===== src/design/aat_clamp.sv =====
`timescale 1ns / 1ps
// Floor right shift of a wide corner value and saturation to the coordinate range.
// No dependencies; used by aabb_affine_transform.

module aat_clamp #(
  parameter int COORD_WIDTH = 24,
  parameter int ACC_WIDTH   = 44,
  parameter int SHIFT       = 13
) (
  input  logic signed [ACC_WIDTH-1:0]   value,
  output logic signed [COORD_WIDTH-1:0] result,
  output logic                          clip
);

  logic signed [ACC_WIDTH-1:0]        shifted;
  logic [ACC_WIDTH-COORD_WIDTH:0]     top_bits;
  logic                               fits;

  assign shifted  = value >>> SHIFT;
  assign top_bits = shifted[ACC_WIDTH-1:COORD_WIDTH-1];
  assign fits     = (&top_bits) || !(|top_bits);
  assign clip     = !fits;

  always_comb begin
    if (fits) begin
      result = shifted[COORD_WIDTH-1:0];
    end else if (shifted[ACC_WIDTH-1]) begin
      result = {1'b1, {(COORD_WIDTH-1){1'b0}}};
    end else begin
      result = {1'b0, {(COORD_WIDTH-1){1'b1}}};
    end
  end

endmodule


===== config.mk =====
export PLATFORM = sky130hd
export DESIGN_NAME = aat_clamp
export DESIGN_NICKNAME = d
export VERILOG_FILES = /design/src/design/aat_clamp.sv
export SDC_FILE = /design/constraint.sdc
export NUM_CORES = 1
export LEC_CHECK = 0
export ABC_AREA = 1
export BUFFER_PORTS_ARGS = -buffer_cell sky130_fd_sc_hd__buf_2
export CAP_MARGIN = 25
export CORE_UTILIZATION = 24
export DETAILED_ROUTE_END_ITERATION = 12
export PLACE_DENSITY = 0.79
export SLEW_MARGIN = 30
export SYNTH_ARGS = -nofsm -noshare
export SYNTH_HDL_FRONTEND = slang
export SYNTH_SLANG_ARGS = --single-unit

===== constraint.sdc =====
create_clock -name vclk -period 1
set_input_delay 0.2 -clock vclk [all_inputs]
set_output_delay 0.2 -clock vclk [all_outputs]
set_load 0.02 [all_outputs]

Yosys cells after proc, flatten, opt, wreduce, memory -nomap -nowiden
Index checks and enable logic that the tools add are counted.
{"block": "word_totals", "regBits": 0, "latchBits": 0, "mem_bits_rw": 0, "rom_bits": 0, "output_inout_bits": 25, "memories": 0}
{"block": "classes", "add_sub_neg": 0, "multipliers": 0, "div": 0, "magnitude_cmp": 0, "n_eq_ne": 0, "shift": 0, "muxes": 2, "n_bitwise": 0, "reduce_logical": 5}
{"op": "24-bit two-way mux", "count": 2}
{"op": "8-bit AND reduction", "count": 1}
{"op": "8-bit OR reduction", "count": 1}
{"op": "1-bit zero test", "count": 2}
{"op": "1-bit logical OR", "count": 1}

Depth between registers and ports, before layout
Gate-level depths: netlist of run 1.
{"block": "logic_depth", "ltp_word": 4, "depth_mapped": 7}

Worst setup path after synthesis of run 1
Ideal clock, no wire load.
{"block": "synth_timing", "kind": "input-to-output", "start": "in value[37]", "end": "out result[14]", "t_arrival_ns": 0.941, "path_slack_ns": -0.141, "cell_stages": 6, "n_path_buf": 1, "path_cell_list": "nor2_2 -> nand2_1 -> o21ai_4 -> buf_6 -> nand2_1 -> nand2_1"}
{"block": "synth_via", "elab_chain_cells": 4, "elab_cells_between_ends": 5, "cone_classes": "mux: 1; reduce/logical: 4"}
{"element": "from (decl)", "line_no": "10", "rtl": "input logic signed [ACC_WIDTH-1:0] value,"}
{"element": "8-bit OR reduction", "line_no": "21", "rtl": "assign fits = (&top_bits) || !(|top_bits);"}
{"element": "1-bit zero test", "line_no": "21"}
{"element": "1-bit logical OR (*)", "line_no": "21"}
{"element": "24-bit two-way mux (*)", "line_no": "25", "rtl": "if (fits) begin"}
{"element": "to (decl)", "line_no": "11", "rtl": "output logic signed [COORD_WIDTH-1:0] result,"}
Mark *: on every way between the ends. The rest lies on a longest branch, timed or not.

Worst setup path after layout of run 1
{"block": "layout_timing", "start": "in value[41]", "end": "out result[3]"}
The elaborated chain is that of the path after synthesis.

==> run_summary.xml, run 1 <==
<?xml version="1.0" encoding="UTF-8"?>
<metrics>
  <group name="run_status">
    <metric name="run_status" unit="">finished, violations left</metric>
    <metric name="violations" unit="">negative setup slack</metric>
  </group>
  <group name="global_route">
    <metric name="number_of_global_route_vias_before_repair" unit="">575</metric>
    <metric name="globalRouteTotalUtil" unit="">0.224</metric>
    <metric name="grt_pass1_wl" unit="µm">2460</metric>
    <metric name="antenna_found_initial" unit="">0</metric>
    <metric name="maximum_number_of_pins_on_one_net_before_global_route_repair" unit="">13</metric>
    <metric name="grt-ovfl-total" unit="">0</metric>
  </group>
  <group name="floorplanning">
    <metric name="dieWidth" unit="µm">39.8</metric>
    <metric name="std_cell_rows" unit="">13</metric>
    <metric name="start_util" unit="">0.260</metric>
    <metric name="core" unit="µm²">1320</metric>
    <metric name="die-height" unit="µm">39.8</metric>
    <metric name="die_area" unit="µm²">1580</metric>
    <metric name="number_of_top_level_pins" unit="">69</metric>
  </group>
  <group name="pwr">
    <metric name="switching_power_of_the_nets" unit="mW">0.213</metric>
    <metric name="power.sequential.fraction" unit="">0</metric>
    <metric name="power_density" unit="nW/µm²">402</metric>
    <metric name="total_leakage_power" unit="nW">0.570</metric>
    <metric name="clkPwrFrac" unit="">0</metric>
    <metric name="switching_share" unit="">0.487</metric>
    <metric name="power.combinational.fraction" unit="">1.000</metric>
    <metric name="cell_internal_pwr" unit="mW">0.225</metric>
    <metric name="worst_ir_drop_vdd" unit="mV">0.215</metric>
  </group>
  <group name="sta">
    <metric name="slew_viol_final" unit="">0</metric>
    <metric name="hold_slack" unit="ps">642</metric>
    <metric name="post-route-min-period" unit="ps">1360</metric>
    <metric name="setup_total_negative_slack" unit="ps">-7690</metric>
    <metric name="fmaxAchievable" unit="MHz">737</metric>
    <metric name="worst_max_slew_margin_expressed_relative_to_the_limit" unit="">0.887</metric>
    <metric name="layout_worst_path_cycle_share" unit="">1.36</metric>
    <metric name="worst-slew-pin-transition" unit="ps">169</metric>
    <metric name="grt_setup_unrepaired" unit="">true</metric>
    <metric name="final-setup-viol-count" unit="">24</metric>
    <metric name="final-hold-violation-count" unit="">0</metric>
    <metric name="post-route-worst-setup-slack" unit="ps">-357</metric>
  </group>
  <group name="finish">
    <metric name="num_antenna_cells" unit="">0</metric>
    <metric name="layout.nets" unit="">181</metric>
    <metric name="layout-area-overhead-vs-synth" unit="%">218</metric>
    <metric name="num-clock-buffers" unit="">0</metric>
    <metric name="layout.area.seq" unit="µm²">0</metric>
    <metric name="drive_above_1_share" unit="">0.830</metric>
    <metric name="flops_and_latches" unit="">0</metric>
    <metric name="fill_cells" unit="">84</metric>
    <metric name="post_layout_nonfiller_instances" unit="">150</metric>
  </group>
  <group name="route">
    <metric name="postRouteWirelength" unit="µm">1890</metric>
    <metric name="num_vias" unit="">702</metric>
    <metric name="drt.antenna.violating_nets" unit="">0</metric>
    <metric name="drcViolationCount" unit="">0</metric>
    <metric name="routed_via_density" unit="">4.68</metric>
    <metric name="initialDrtViolationCount" unit="">11</metric>
    <metric name="detail_route.wl_per_cell" unit="µm">12.6</metric>
    <metric name="drt_pre_antenna_iters" unit="">4</metric>
  </group>
  <group name="logic_synthesis">
    <metric name="postSynthNetCount" unit="">121</metric>
    <metric name="yosys.cell_types.count" unit="">11</metric>
    <metric name="synth_area_leader_cell" unit="">sky130_fd_sc_hd__nand2_1</metric>
    <metric name="synth_warnings" unit="">0</metric>
    <metric name="seq_area_frac_synth" unit="">0</metric>
    <metric name="synth_largest_type_area_fraction" unit="">0.580</metric>
    <metric name="postSynthAreaPerCell" unit="µm²">4.45</metric>
    <metric name="synth.area.top_cells" unit="">sky130_fd_sc_hd__nand2_1 (58%), sky130_fd_sc_hd__nor2_1 (7.7%), sky130_fd_sc_hd__buf_6 (6.6%), sky130_fd_sc_hd__inv_1 (5.5%), sky130_fd_sc_hd__nand2_2 (5.5%)</metric>
    <metric name="postSynthCellCount" unit="">77</metric>
    <metric name="synth_area" unit="µm²">343</metric>
  </group>
  <group name="worst_setup_path">
    <metric name="worst_ep_required_time" unit="ps">800</metric>
    <metric name="cp_common_cell" unit="">sky130_fd_sc_hd__nand2_2</metric>
    <metric name="cp.arrival" unit="ps">1160</metric>
    <metric name="timing.critical_path.cells" unit="">buf_8 &gt; nor2_4 &gt; nand2_2 &gt; o21ai_4 &gt; buf_12 &gt; buf_12 &gt; nand2_2 &gt; nand2_2 &gt; buf_6</metric>
    <metric name="critPathKind" unit="">input port to output port</metric>
    <metric name="path_buf_inv" unit="">4</metric>
    <metric name="critPathMaxStageDelay" unit="ps">190</metric>
    <metric name="setup.worst_path.start_class" unit="">input port</metric>
    <metric name="worstSetupEndpointType" unit="">output port</metric>
    <metric name="crit_family" unit="">buffers and inverters</metric>
    <metric name="slowest_stage" unit="">sky130_fd_sc_hd__o21ai_4</metric>
    <metric name="crit_fanout" unit="">8</metric>
  </group>
  <group name="placed_design">
    <metric name="placement.io_buffers" unit="">56</metric>
    <metric name="gp_congestion" unit="">0.629</metric>
    <metric name="place.detailed.instances" unit="">148</metric>
    <metric name="post-place-ws" unit="ps">-366</metric>
    <metric name="dpl.hpwl" unit="µm">1050</metric>
  </group>
  <group name="flow_run">
    <metric name="drv.max_cap_violation_count" unit="">0</metric>
  </group>
  <group name="worst_hold_path">
    <metric name="hp-class" unit="">input port to output port</metric>
  </group>
</metrics>
-- area by class of cell --
type / instances / area [µm²] / area share
timing repair buffer: 63 / 597 / 0.548
multi-input combinational: 67 / 455 / 0.418
inverter: 5 / 18.8 / 0.0172
tap: 15 / 18.8 / 0.0172
-- synthesized netlist by cell type, drive strengths merged --
master / count
nand2: 56
nor2: 8
inv: 5
buf: 4
and2: 1
clkbuf: 1
nand3: 1
o21ai: 1
-- layout by cell type (no fill, tap or decap) --
master                    count
sky130_fd_sc_hd__buf_4        1
sky130_fd_sc_hd__nor2_4       4
sky130_fd_sc_hd__nor2_2       2
sky130_fd_sc_hd__and2_0       1
sky130_fd_sc_hd__o21ai_4      1
sky130_fd_sc_hd__nand2_2     32
sky130_fd_sc_hd__nand3_2      1
sky130_fd_sc_hd__buf_2       25
sky130_fd_sc_hd__buf_6       31
sky130_fd_sc_hd__nand2_1     15
sky130_fd_sc_hd__inv_1        5
sky130_fd_sc_hd__buf_12       5
sky130_fd_sc_hd__buf_8        1
sky130_fd_sc_hd__nor2_1       2
sky130_fd_sc_hd__nand2_4      9
-- worst paths after layout --
path / from / depth (start not counted) / endpoint
setup / recovery: value[41] / 9 / result[3]
hold / removal: value[43] / 2 / result[23]
-- cell families (layout without fill, tap and decap cells) --
kind of cell | Yosys count | count (layout) | synth area share
and+or+nand+nor | 66 | 66 | 0.777
buffers and inverters | 10 | 68 | 0.175
AOI/OAI and AO/OA | 1 | 1 | 0.0475
-- power groups by stage --
| stage | registers, mW | clock network [mW] | logic, mW |
|---|---|---|---|
| after global routing | 0 | 0 | 0.463 |
| after floorplan | 0 | 0 | 0.165 |
| after CTS | 0 | 0 | 0.421 |
| final | 0 | 0 | 0.438 |
| after detailed placement | 0 | 0 | 0.316 |
| after global placement | 0 | 0 | 0.310 |
-- layer usage --
metal,GRT usage,wire length (µm),up-vias
li1,-,-,342
met1,0.237,694,332
met2,0.496,1100,28
met3,0,95,0
met4,0,0,0
met5,0,0,-
-- metrics by stage --
stage | power (mW) | utilization | area, µm²
3_5_place_dp | 0.316 | 0.612 | 806
3_3_place_gp | 0.310 | 0.612 | 806
6_report | 0.438 | 0.827 | 1090
5_1_grt | 0.463 | 0.827 | 1090
2_1_floorplan | 0.165 | - | 460
4_1_cts | 0.421 | 0.826 | 1090
-- repair_timing --
item | CTS | global route
setup buffers | 2 | 0
hold buffers | 0 | 0
hold endpoints to repair | 0 | 0
gates cloned | 1 | 0
gates resized for setup | 67 | 10
setup endpoints to repair | 24 | 24
pin swaps | 1 | 4
Power figures use the tool's default switching activity.
==> run 2: changes to the inputs <==
--- a/config.mk
+++ b/config.mk
@@ -8,8 +8,10 @@
 export ABC_AREA = 1
 export BUFFER_PORTS_ARGS = -buffer_cell sky130_fd_sc_hd__buf_2
 export CAP_MARGIN = 25
+export CORE_MARGIN = 2
 export CORE_UTILIZATION = 24
 export DETAILED_ROUTE_END_ITERATION = 12
+export MAX_ROUTING_LAYER = met4
 export PLACE_DENSITY = 0.79
 export SLEW_MARGIN = 30
 export SYNTH_ARGS = -nofsm -noshare
==> run_summary.xml, run 2 (synthesized netlist as in run 1, its figures left out) <==
<?xml version="1.0" encoding="UTF-8"?>
<metrics>
  <group name="route">
    <metric name="wl_met2" unit="µm">1390</metric>
    <metric name="drcViolationCount" unit="">0</metric>
    <metric name="detail_route.wl_per_cell" unit="µm">17.5</metric>
    <metric name="initialDrtViolationCount" unit="">11</metric>
    <metric name="route.layer.met1.wl" unit="µm">983</metric>
    <metric name="dr_wl_met3" unit="µm">192</metric>
    <metric name="routed_via_density" unit="">5.07</metric>
    <metric name="top_signal_layer_used" unit="">met4</metric>
    <metric name="drt_pre_antenna_iters" unit="">4</metric>
    <metric name="drt.antenna.violating_nets" unit="">0</metric>
    <metric name="num_vias" unit="">765</metric>
    <metric name="postRouteWirelength" unit="µm">2640</metric>
  </group>
  <group name="global_route">
    <metric name="antenna_found_initial" unit="">0</metric>
    <metric name="number_of_global_route_vias_before_repair" unit="">715</metric>
    <metric name="grt-ovfl-total" unit="">0</metric>
    <metric name="maximum_number_of_pins_on_one_net_before_global_route_repair" unit="">13</metric>
    <metric name="grt_pass1_wl" unit="µm">3410</metric>
    <metric name="globalRouteTotalUtil" unit="">0.254</metric>
  </group>
  <group name="sta">
    <metric name="slew_viol_final" unit="">0</metric>
    <metric name="final-setup-viol-count" unit="">24</metric>
    <metric name="post-route-worst-setup-slack" unit="ps">-422</metric>
    <metric name="layout_worst_path_cycle_share" unit="">1.42</metric>
    <metric name="hold_slack" unit="ps">643</metric>
    <metric name="grt_setup_unrepaired" unit="">true</metric>
    <metric name="post-route-min-period" unit="ps">1420</metric>
    <metric name="worst_max_slew_margin_expressed_relative_to_the_limit" unit="">0.827</metric>
    <metric name="worst-slew-pin-transition" unit="ps">259</metric>
    <metric name="fmaxAchievable" unit="MHz">703</metric>
    <metric name="final-hold-violation-count" unit="">0</metric>
  </group>
  <group name="placed_design">
    <metric name="place.detailed.instances" unit="">148</metric>
    <metric name="post-place-ws" unit="ps">-365</metric>
    <metric name="dpl.hpwl" unit="µm">1070</metric>
    <metric name="placement.io_buffers" unit="">56</metric>
    <metric name="gp_congestion" unit="">0.626</metric>
    <metric name="place_area" unit="µm²">806</metric>
  </group>
  <group name="worst_setup_path">
    <metric name="crit_fanout" unit="">8</metric>
    <metric name="setup.worst_path.start_class" unit="">input port</metric>
    <metric name="worst_ep_required_time" unit="ps">800</metric>
    <metric name="cp.arrival" unit="ps">1220</metric>
    <metric name="worstSetupEndpointType" unit="">output port</metric>
    <metric name="critPathKind" unit="">input port to output port</metric>
  </group>
  <group name="finish">
    <metric name="post-route-cell-area" unit="µm²">1160</metric>
    <metric name="fill_cells" unit="">71</metric>
    <metric name="layout_commonest_cell" unit="">sky130_fd_sc_hd__nand2_2</metric>
    <metric name="num-clock-buffers" unit="">0</metric>
    <metric name="layout.nets" unit="">182</metric>
    <metric name="flops_and_latches" unit="">0</metric>
    <metric name="drive_above_1_share" unit="">0.912</metric>
    <metric name="num_antenna_cells" unit="">0</metric>
    <metric name="layout-area-overhead-vs-synth" unit="%">238</metric>
    <metric name="layout.area.seq" unit="µm²">0</metric>
    <metric name="layout.cells.most_common_list" unit="">sky130_fd_sc_hd__nand2_2 (31), sky130_fd_sc_hd__buf_6 (28), sky130_fd_sc_hd__buf_2 (25), sky130_fd_sc_hd__nand2_4 (19), sky130_fd_sc_hd__nand2_1 (6)</metric>
    <metric name="post_layout_nonfiller_instances" unit="">151</metric>
  </group>
  <group name="flow_run">
    <metric name="drv.max_cap_violation_count" unit="">0</metric>
  </group>
  <group name="pwr">
    <metric name="power_density" unit="nW/µm²">405</metric>
    <metric name="worst_ir_drop_vdd" unit="mV">0.275</metric>
    <metric name="total_leakage_power" unit="nW">0.648</metric>
  </group>
  <group name="floorplanning">
    <metric name="die-height" unit="µm">41.8</metric>
    <metric name="number_of_top_level_pins" unit="">69</metric>
    <metric name="core" unit="µm²">1320</metric>
    <metric name="dieWidth" unit="µm">41.8</metric>
    <metric name="die_area" unit="µm²">1750</metric>
    <metric name="start_util" unit="">0.260</metric>
    <metric name="std_cell_rows" unit="">13</metric>
  </group>
  <group name="clock_tree">
    <metric name="cts-hold-fix-buffers" unit="">0</metric>
  </group>
  <group name="worst_hold_path">
    <metric name="hp-class" unit="">input port to output port</metric>
  </group>
  <group name="run_status">
    <metric name="violations" unit="">negative setup slack</metric>
    <metric name="run_status" unit="">finished, violations left</metric>
  </group>
</metrics>
## run 2: cell types whose count changed in the layout (fill, tap and decap cells not counted), sizes merged
cell and change:
clkbuf +1
## run 2: final cells by class
class | count | area (µm²) | area share
inverters | 5 | 18.8 | 0.0162
repair buffers | 64 | 588 | 0.508
multi-input cells | 67 | 533 | 0.460
well taps | 15 | 18.8 | 0.0162
## run 2: path summary, 6_finish.rpt
| kind | from | to | slack (ps) | cells after the start |
|---|---|---|---|---|
| worst max-delay path | value[42] | result[2] | -420 | 9 |
| worst min-delay path | value[43] | result[23] | 640 | 2 |
## run 2: critical path, cell delays in order
cell and delay (ps):
sky130_fd_sc_hd__buf_6 90, sky130_fd_sc_hd__nand2_1 70, sky130_fd_sc_hd__nor2_2 140, sky130_fd_sc_hd__nand2_2 120, sky130_fd_sc_hd__o21ai_4 130, sky130_fd_sc_hd__buf_8 210
sky130_fd_sc_hd__nand2_2 70, sky130_fd_sc_hd__nand2_2 70, sky130_fd_sc_hd__buf_6 110
## run 2: metrics by stage
| stage | total power, mW | utilization | setup TNS, ps |
|---|---|---|---|
| after floorplan | 0.165 | - | -1620 |
| after global placement | 0.312 | 0.612 | -7470 |
| after detailed placement | 0.315 | 0.612 | -7970 |
| after CTS | 0.418 | 0.825 | -7430 |
| after global routing | 0.490 | 0.879 | -11310 |
| final | 0.470 | 0.879 | -9400 |
## run 2: power by group
part / switching, mW / leakage (nW) / total [mW] / internal (mW)
combinational: 0.236 / 0.648 / 0.470 / 0.233
sequential: 0 / 0 / 0 / 0
clock: 0 / 0 / 0 / 0
## run 2: repair_timing
| item | in CTS | in global routing |
|---|---|---|
| pin swaps | 8 | 6 |
| resized for setup | 74 | 27 |
| cloned | 1 | 2 |
| setup endpoints to repair | 24 | 24 |
| buffers inserted | 3 | 0 |
## run 2: routing by layer
layer | GRT usage | up-vias
li1 | - | 345
met5 | - | -
met3 | 0.0130 | 6
met1 | 0.297 | 355
met4 | 0.0903 | 0
met2 | 0.453 | 59
